## config.mk

```make
export PLATFORM = sky130hd
export DESIGN_NAME = sensor_response_packet_deframer
export DESIGN_NICKNAME = d
export VERILOG_FILES = /design/src/hw/rtl/sprd_pkg.sv /design/src/hw/rtl/sprd_cfg.sv /design/src/hw/rtl/sprd_core.sv /design/src/hw/rtl/sensor_response_packet_deframer.sv
export SDC_FILE = /design/constraint.sdc
export NUM_CORES = 1
export LEC_CHECK = 0
export ABC_AREA = 1
export BUFFER_PORTS_ARGS = -buffer_cell sky130_fd_sc_hd__buf_2
export CORE_AREA = 2 2 98 119
export CTS_BUF_LIST = sky130_fd_sc_hd__clkbuf_16
export DETAILED_ROUTE_END_ITERATION = 10
export DIE_AREA = 0 0 100 121
export GPL_TIMING_DRIVEN = 1
export PLACE_DENSITY = 0.9
export SETUP_SLACK_MARGIN = 0.02
export SYNTH_ARGS = -nofsm -noshare
export SYNTH_HDL_FRONTEND = slang
export SYNTH_SLANG_ARGS = --single-unit
```

## constraint.sdc

```tcl
create_clock -name i_clk -period 3.33 [get_ports i_clk]
set_input_delay 0.999 -clock i_clk [delete_from_list [all_inputs] [get_ports i_clk]]
set_output_delay 0.999 -clock i_clk [all_outputs]
set_load 0.05 [all_outputs]
```

## src/hw/rtl/sprd_pkg.sv

```systemverilog
// Shared types, constants and helpers for the sensor response packet deframer.
package sprd_pkg;

    localparam int MAX_PAYLOAD = 128;
    localparam int LEN_W       = $clog2(MAX_PAYLOAD + 1);

    localparam logic [2:0] K_HEADER  = 3'd0;
    localparam logic [2:0] K_PAYLOAD = 3'd1;
    localparam logic [2:0] K_END     = 3'd2;
    localparam logic [2:0] K_BAD     = 3'd3;
    localparam logic [2:0] K_TIMEOUT = 3'd4;

    localparam logic OP_BYTE = 1'b0;
    localparam logic OP_TICK = 1'b1;

    localparam logic CFG_START_CODE    = 1'b0;
    localparam logic CFG_TIMEOUT_LIMIT = 1'b1;

    localparam logic [15:0] START_CODE_RESET    = 16'hEF01;
    localparam logic [15:0] TIMEOUT_LIMIT_RESET = 16'd1000;

    typedef struct packed {
        logic       op;
        logic [7:0] rx_byte;
    } t_in_item;

    typedef struct packed {
        logic [2:0] kind;
        logic [7:0] packet_type;
        logic [7:0] payload_length;
        logic [7:0] data_byte;
        logic       last_payload;
    } t_out_item;

    typedef struct packed {
        logic [15:0] start_code;
        logic [15:0] timeout_limit;
    } t_cfg;

    function automatic logic [7:0] len_to_field(input logic [LEN_W-1:0] v);
        logic [15:0] wide;
        wide = 16'(v);
        return wide[7:0];
    endfunction

endpackage

```

## src/hw/rtl/sprd_cfg.sv

```systemverilog
// Configuration registers for start code and timeout limit.
module sprd_cfg
    import sprd_pkg::*;
(
    input  logic        i_clk,
    input  logic        i_rst_n,
    input  logic        i_cfg_valid,
    output logic        o_cfg_ready,
    input  logic        i_cfg_index,
    input  logic [15:0] i_cfg_data,
    output t_cfg        o_cfg
);

    t_cfg r_cfg;

    assign o_cfg_ready = 1'b1;
    assign o_cfg       = r_cfg;

    always_ff @(posedge i_clk) begin
        if (!i_rst_n) begin
            r_cfg.start_code    <= START_CODE_RESET;
            r_cfg.timeout_limit <= TIMEOUT_LIMIT_RESET;
        end else if (i_cfg_valid) begin
            case (i_cfg_index)
                CFG_START_CODE:    r_cfg.start_code    <= i_cfg_data;
                CFG_TIMEOUT_LIMIT: r_cfg.timeout_limit <= i_cfg_data;
                default: ;
            endcase
        end
    end

endmodule

```

## src/hw/rtl/sprd_core.sv

```systemverilog
// Deframing state machine: header parsing, payload streaming and tick timeout.
module sprd_core
    import sprd_pkg::*;
(
    input  logic      i_clk,
    input  logic      i_rst_n,
    input  logic      i_adv,
    input  t_in_item  i_item,
    input  t_cfg      i_cfg,
    output logic      o_res_valid,
    output t_out_item o_res
);

    typedef enum logic [3:0] {
        S_HUNT, S_START_LO, S_ADDR0, S_ADDR1, S_ADDR2, S_ADDR3,
        S_TYPE, S_LEN_HI, S_LEN_LO, S_PAYLOAD, S_CK1, S_CK2
    } t_state;

    t_state           r_state,    n_state;
    logic             r_start_ok, n_start_ok;
    logic [7:0]       r_type,     n_type;
    logic [7:0]       r_len_hi,   n_len_hi;
    logic [LEN_W-1:0] r_remain,   n_remain;
    logic [15:0]      r_ticks,    n_ticks;

    logic [15:0]      ticks_inc;
    logic [15:0]      len16;
    logic [15:0]      len_m2;
    logic             len_bad;
    logic [LEN_W-1:0] remain_dec;
    logic [7:0]       b;

    assign b          = i_item.rx_byte;
    assign ticks_inc  = (r_ticks == 16'hFFFF) ? r_ticks : r_ticks + 16'd1;
    assign len16      = {r_len_hi, b};
    assign len_m2     = len16 - 16'd2;
    assign len_bad    = (len16 < 16'd2) || ({1'b0, len16} > 17'(MAX_PAYLOAD + 2));
    assign remain_dec = r_remain - LEN_W'(1);

    always_comb begin
        n_state     = r_state;
        n_start_ok  = r_start_ok;
        n_type      = r_type;
        n_len_hi    = r_len_hi;
        n_remain    = r_remain;
        n_ticks     = r_ticks;
        o_res_valid = 1'b0;
        o_res       = '0;
        if (i_item.op == OP_TICK) begin
            n_ticks = ticks_inc;
            if (ticks_inc >= i_cfg.timeout_limit) begin
                n_state     = S_HUNT;
                n_start_ok  = 1'b0;
                n_len_hi    = '0;
                n_remain    = '0;
                n_ticks     = '0;
                o_res_valid = 1'b1;
                o_res.kind  = K_TIMEOUT;
            end
        end else begin
            case (r_state)
                S_HUNT: begin
                    if (b == i_cfg.start_code[15:8]) begin
                        n_state = S_START_LO;
                    end
                end
                S_START_LO: begin
                    n_start_ok = (b == i_cfg.start_code[7:0]);
                    n_state    = S_ADDR0;
                end
                S_ADDR0: n_state = S_ADDR1;
                S_ADDR1: n_state = S_ADDR2;
                S_ADDR2: n_state = S_ADDR3;
                S_ADDR3: n_state = S_TYPE;
                S_TYPE: begin
                    n_type  = b;
                    n_state = S_LEN_HI;
                end
                S_LEN_HI: begin
                    n_len_hi = b;
                    n_state  = S_LEN_LO;
                end
                S_LEN_LO: begin
                    o_res_valid = 1'b1;
                    if (!r_start_ok || len_bad) begin
                        n_state    = S_HUNT;
                        n_start_ok = 1'b0;
                        n_len_hi   = '0;
                        n_remain   = '0;
                        n_ticks    = '0;
                        o_res.kind = K_BAD;
                    end else begin
                        n_remain             = len_m2[LEN_W-1:0];
                        n_state              = (len_m2 == 16'd0) ? S_CK1 : S_PAYLOAD;
                        o_res.kind           = K_HEADER;
                        o_res.packet_type    = r_type;
                        o_res.payload_length = len_m2[7:0];
                    end
                end
                S_PAYLOAD: begin
                    n_remain = remain_dec;
                    if (remain_dec == '0) begin
                        n_state = S_CK1;
                    end
                    o_res_valid          = 1'b1;
                    o_res.kind           = K_PAYLOAD;
                    o_res.packet_type    = r_type;
                    o_res.payload_length = len_to_field(remain_dec);
                    o_res.data_byte      = b;
                    o_res.last_payload   = (remain_dec == '0);
                end
                S_CK1: n_state = S_CK2;
                S_CK2: begin
                    n_state           = S_HUNT;
                    n_start_ok        = 1'b0;
                    n_len_hi          = '0;
                    n_remain          = '0;
                    n_ticks           = '0;
                    o_res_valid       = 1'b1;
                    o_res.kind        = K_END;
                    o_res.packet_type = r_type;
                end
                default: begin
                    n_state    = S_HUNT;
                    n_start_ok = 1'b0;
                    n_len_hi   = '0;
                    n_remain   = '0;
                    n_ticks    = '0;
                end
            endcase
        end
    end

    always_ff @(posedge i_clk) begin
        if (!i_rst_n) begin
            r_state    <= S_HUNT;
            r_start_ok <= 1'b0;
            r_type     <= '0;
            r_len_hi   <= '0;
            r_remain   <= '0;
            r_ticks    <= '0;
        end else if (i_adv) begin
            r_state    <= n_state;
            r_start_ok <= n_start_ok;
            r_type     <= n_type;
            r_len_hi   <= n_len_hi;
            r_remain   <= n_remain;
            r_ticks    <= n_ticks;
        end
    end

    a_payload_nonzero: assert property (@(posedge i_clk) disable iff (!i_rst_n)
        r_state == S_PAYLOAD |-> r_remain != '0)
        else $error("Payload state entered with no bytes remaining.");

    a_remain_bound: assert property (@(posedge i_clk) disable iff (!i_rst_n)
        {1'b0, r_remain} <= (LEN_W + 1)'(MAX_PAYLOAD))
        else $error("Remaining payload count exceeds the bound.");

    a_finish_clears: assert property (@(posedge i_clk) disable iff (!i_rst_n)
        i_adv && o_res_valid &&
        (o_res.kind == K_END || o_res.kind == K_BAD || o_res.kind == K_TIMEOUT)
        |=> r_state == S_HUNT && r_ticks == 16'd0)
        else $error("Packet end, bad packet or timeout did not return to hunting.");

    a_last_marks_end: assert property (@(posedge i_clk) disable iff (!i_rst_n)
        o_res_valid && o_res.last_payload
        |-> o_res.kind == K_PAYLOAD && o_res.payload_length == 8'd0)
        else $error("Last payload flag on a result that is not the final byte.");

endmodule

```

## src/hw/rtl/sensor_response_packet_deframer.sv

```systemverilog
// Top level of the sensor response packet deframer.
//
//   Channel  Direction  Handshake                 Payload
//   input    in         i_in_valid / o_in_stall   i_in_data  (op, rx_byte)
//   output   out        o_out_valid / i_out_stall o_out_data (kind, type, length, data, last)
//   config   in         i_cfg_valid / o_cfg_ready i_cfg_index, i_cfg_data
//
// One item enters every cycle unless the output stalls. An item is held in the input
// register and its result in the result register; both advance whenever the result
// register is empty or being drained, so the block stalls only behind a stalled output.
// Reset is synchronous and returns the deframer to hunting with the tick count cleared.
// Configuration writes are taken in any cycle with no wait.
module sensor_response_packet_deframer
    import sprd_pkg::*;
(
    input  logic        i_clk,
    input  logic        i_rst_n,
    input  logic        i_in_valid,
    output logic        o_in_stall,
    input  t_in_item    i_in_data,
    output logic        o_out_valid,
    input  logic        i_out_stall,
    output t_out_item   o_out_data,
    input  logic        i_cfg_valid,
    output logic        o_cfg_ready,
    input  logic        i_cfg_index,
    input  logic [15:0] i_cfg_data
);

    t_cfg      cfg;
    logic      r_in_valid;
    t_in_item  r_in_item;
    logic      r_out_valid;
    t_out_item r_out_item;
    logic      out_adv;
    logic      res_valid;
    t_out_item res;

    assign out_adv     = !r_out_valid || !i_out_stall;
    assign o_in_stall  = r_in_valid && !out_adv;
    assign o_out_valid = r_out_valid;
    assign o_out_data  = r_out_item;

    sprd_cfg u_cfg (
        .i_clk       (i_clk),
        .i_rst_n     (i_rst_n),
        .i_cfg_valid (i_cfg_valid),
        .o_cfg_ready (o_cfg_ready),
        .i_cfg_index (i_cfg_index),
        .i_cfg_data  (i_cfg_data),
        .o_cfg       (cfg)
    );

    sprd_core u_core (
        .i_clk       (i_clk),
        .i_rst_n     (i_rst_n),
        .i_adv       (r_in_valid && out_adv),
        .i_item      (r_in_item),
        .i_cfg       (cfg),
        .o_res_valid (res_valid),
        .o_res       (res)
    );

    always_ff @(posedge i_clk) begin
        if (!i_rst_n) begin
            r_in_valid  <= 1'b0;
            r_out_valid <= 1'b0;
        end else begin
            if (!o_in_stall) begin
                r_in_valid <= i_in_valid;
            end
            if (out_adv) begin
                r_out_valid <= r_in_valid && res_valid;
            end
        end
    end

    always_ff @(posedge i_clk) begin
        if (!o_in_stall) begin
            r_in_item <= i_in_data;
        end
        if (out_adv) begin
            r_out_item <= res;
        end
    end

endmodule

```

==> results.py <==
metrics = {
    "pwr": {
        "power_density_mw_per_mm2": 475,
        "p_leak_nw": 3.46,
        "vdd.ir_drop.worst_uv": 441,
    },
    "synth": {
        "ys_seq_area_share_pct": 42.0,
        "synth_cell_types": 41,
        "synth_cells": 884,
        "synth.area.top_cells": "dfxtp_1 25%, edfxtp_1 17%, nand2_1 14%",
        "avgSynthCellArea_um2": 7.25,
        "synth_seq_cells": 116,
        "ys_dominant_reg_cell": "dfxtp_1",
        "synth_edf_count": 37,
        "synth_top_area_share_pct": 24.7,
        "synth_area_mm2": 0.00641,
        "async_flop_share_pct": 0,
        "synth_top_area_cell": "dfxtp_1",
        "syn_nets": 935,
        "yosys_warnings": 0,
    },
    "global_route": {
        "grt_pass1_wl_um": 26400,
        "grt_max_degree": 32,
        "antenna_found_initial": 0,
        "gr-usage-met1_pct": 30.3,
        "grtUsageMet3_pct": 6.11,
        "grt_use_total_pct": 28.0,
        "use_met2_pct": 50.3,
        "grt.busiest_layer": "met2",
        "grt_pass1_vias": 5760,
        "overflow": 0,
    },
    "critical_path": {
        "cp.required_ns": 3.65,
        "critPathCaptureType": "flop",
        "path_max_fanout": 9,
        "arrival_ns": 3.34,
        "reg2reg_depth": 22,
        "crit_type": "reg2reg",
        "worst_setup_path_start_kind": "flop",
    },
    "timing": {
        "fin_worst_skew_ns": 0.00965,
        "max_freq_mhz": 331,
        "setup_viol": 0,
        "maxSlewHeadroom_pct": 50.2,
        "min_period_over_period_pct": 90.7,
        "hold_viol": 0,
        "rsz0062_at_grt": "false",
        "drv_slew": 0,
        "worstMarginPinSlew_ns": 0.742,
        "finalWorstPathRequiredPeriod_ns": 3.02,
        "setup_tns_ns": 0,
    },
    "min_path": {
        "whs_path_depth": 2,
        "hold_path.class": "reg2reg",
    },
    "routing": {
        "via_per_inst": 5.65,
        "routedWlPerCell_um": 15.2,
        "first_pass_iters": 5,
        "totalWireLength_um": 16600,
        "route.detailed.drc": 0,
        "drt_iter0_drc": 389,
        "ant_nets": 0,
        "vias": 6169,
    },
    "cts": {
        "clock-sinks": 116,
        "cts_buffer_depth": 2,
        "clk_latency_ns": 0.42,
        "h-tree-depth": 4,
        "root_buffer": "clkbuf_16",
        "cts_tree": "built",
        "cts_made_buffers": 17,
        "path_clk_slew_ns": 0.06,
    },
    "run_status": {
        "outcome": "finished clean",
    },
    "floorplan": {
        "die_w_um": 100,
        "core.rowCount": 42,
        "die_h_um": 121,
        "pin_count": 62,
        "dieArea_mm2": 0.0121,
        "core_mm2": 0.0109,
        "start_util_pct": 58.7,
    },
    "layout": {
        "utilization_pct": 67.7,
        "fill_cells": 885,
        "syn_to_final_growth_pct": 15.4,
        "layout_commonest_cell": "nand2_1",
        "final_nets": 998,
        "drive_above_1_share_pct": 15.9,
        "multi_input_area_mm2": 0.00322,
        "antenna_cells": 0,
        "seqCellArea_mm2": 0.00269,
        "final_cell_mix": "240 x nand2_1, 130 x nor2_1, 93 x inv_1",
    },
    "placement": {
        "hpwl_um": 11500,
        "place.gp.congestion": 0.945,
        "io_buffer_count": 60,
    },
    "run": {
        "drv_cap": 0,
    },
}
-- layer usage --
metal | vias up | share of wire [%] | routed length [µm]
met5 | - | 0 | 0
met4 | 0 | 4.8 | 804
met3 | 71 | 6.9 | 1150
met2 | 276 | 52 | 8600
met1 | 2834 | 37 | 6100
li1 | 2988 | - | -
-- worst max-delay path: stages (launching register included) --
cell and delay (ns):
dfxtp_1 0.36, ha_1 0.26, inv_1 0.07, nor2_2 0.16
nand2_1 0.14, nor2_4 0.17, inv_2 0.09, o21ai_0 0.23
inv_1 0.07, ha_1 0.30, nand2_1 0.08, nand2_1 0.04
nand2_1 0.05, nand2_1 0.05, nand2_1 0.05, nand2_1 0.05
nand2_2 0.13, nand4_4 0.15, buf_4 0.22, nand2_1 0.07
nor2_1 0.04, nor2_1 0.09, nor2_1 0.05
-- path summary, 6_finish.rpt --
path                                        start           endpoint  slack [ns]
worst max register to register  u_core.r_ticks[1]  u_core.r_start_ok        0.31
worst max-delay path            u_core.r_ticks[1]  u_core.r_start_ok        0.31
worst min-delay path              u_cfg.o_cfg[10]    u_cfg.o_cfg[10]        0.46
worst min register to register    u_cfg.o_cfg[10]    u_cfg.o_cfg[10]        0.46
-- registers in the layout, summed over array words and instances, names as in the netlist, 4 cells and up --
register,cells
o_out_data,28
u_core.r_type,8
u_core.r_state,4
u_core.r_len_hi,8
r_in_item,9
u_core.r_remain,8
u_core.r_ticks,16
u_cfg.o_cfg,32
-- cell families (layout without fill, tap and decap cells) --
family,after synthesis,after routing,share of synthesized area [%]
other,1,1,0.0585
adder cells (fa/ha/maj),20,20,3.90
XOR/XNOR,15,15,2.05
AO/OA/AOI/OAI,118,118,10.3
buffers and inverters,134,210,8.68
AND/OR/NAND/NOR,480,480,33.0
flip-flops,116,116,42.0
-- synth_stat cells (8+ instances only) --
library cell,instances
inv_2,9
nor2_1,131
xor2_1,9
o211ai_1,14
nand3_1,33
edfxtp_1,37
nand2_1,242
dfxtp_1,79
nor2_4,8
nor3_1,17
o21ai_0,36
inv_1,93
a21oi_1,57
nor3b_1,9
buf_2,9
ha_1,20
nand4_1,23
clkbuf_1,15
-- final cells by class --
type                    instances  share of cell area [%]
multi-input cells             634                    43.5
flip-flops and latches        116                    36.4
clock buffers                  17                    5.75
repair buffers                 74                    5.48
inverters                     104                    5.27
well taps                     132                    2.23
clock inverters                15                    1.40
-- power by group --
part	total (mW)	switching [mW]	internal, mW
Clock	1.64	0.688	0.951
Sequential	1.54	0.0374	1.50
Combinational	0.342	0.233	0.109
Total	3.52	0.958	2.56
-- what timing repair did --
action / CTS / global route
setup endpoints to repair: 0 / 33
hold buffers: 0 / 0
setup buffers: 0 / 2
resized for setup: 0 / 10
-- per-stage QoR --
stage                     hold slack [ns]  cells  cell area (µm²)  worst slack [ns]  power (mW)
after floorplan                     0.435    884             6410             0.109        1.81
after global placement              0.455   1058             6800             0.184        1.88
after detailed placement            0.458   1058             6800            0.0974        1.89
after CTS                           0.466   1090             7330            0.0549        3.52
after global routing                0.496   1092             7400           0.00762        3.63
final                               0.464   1092             7400             0.309        3.52
(Power assumes the default switching activity.)
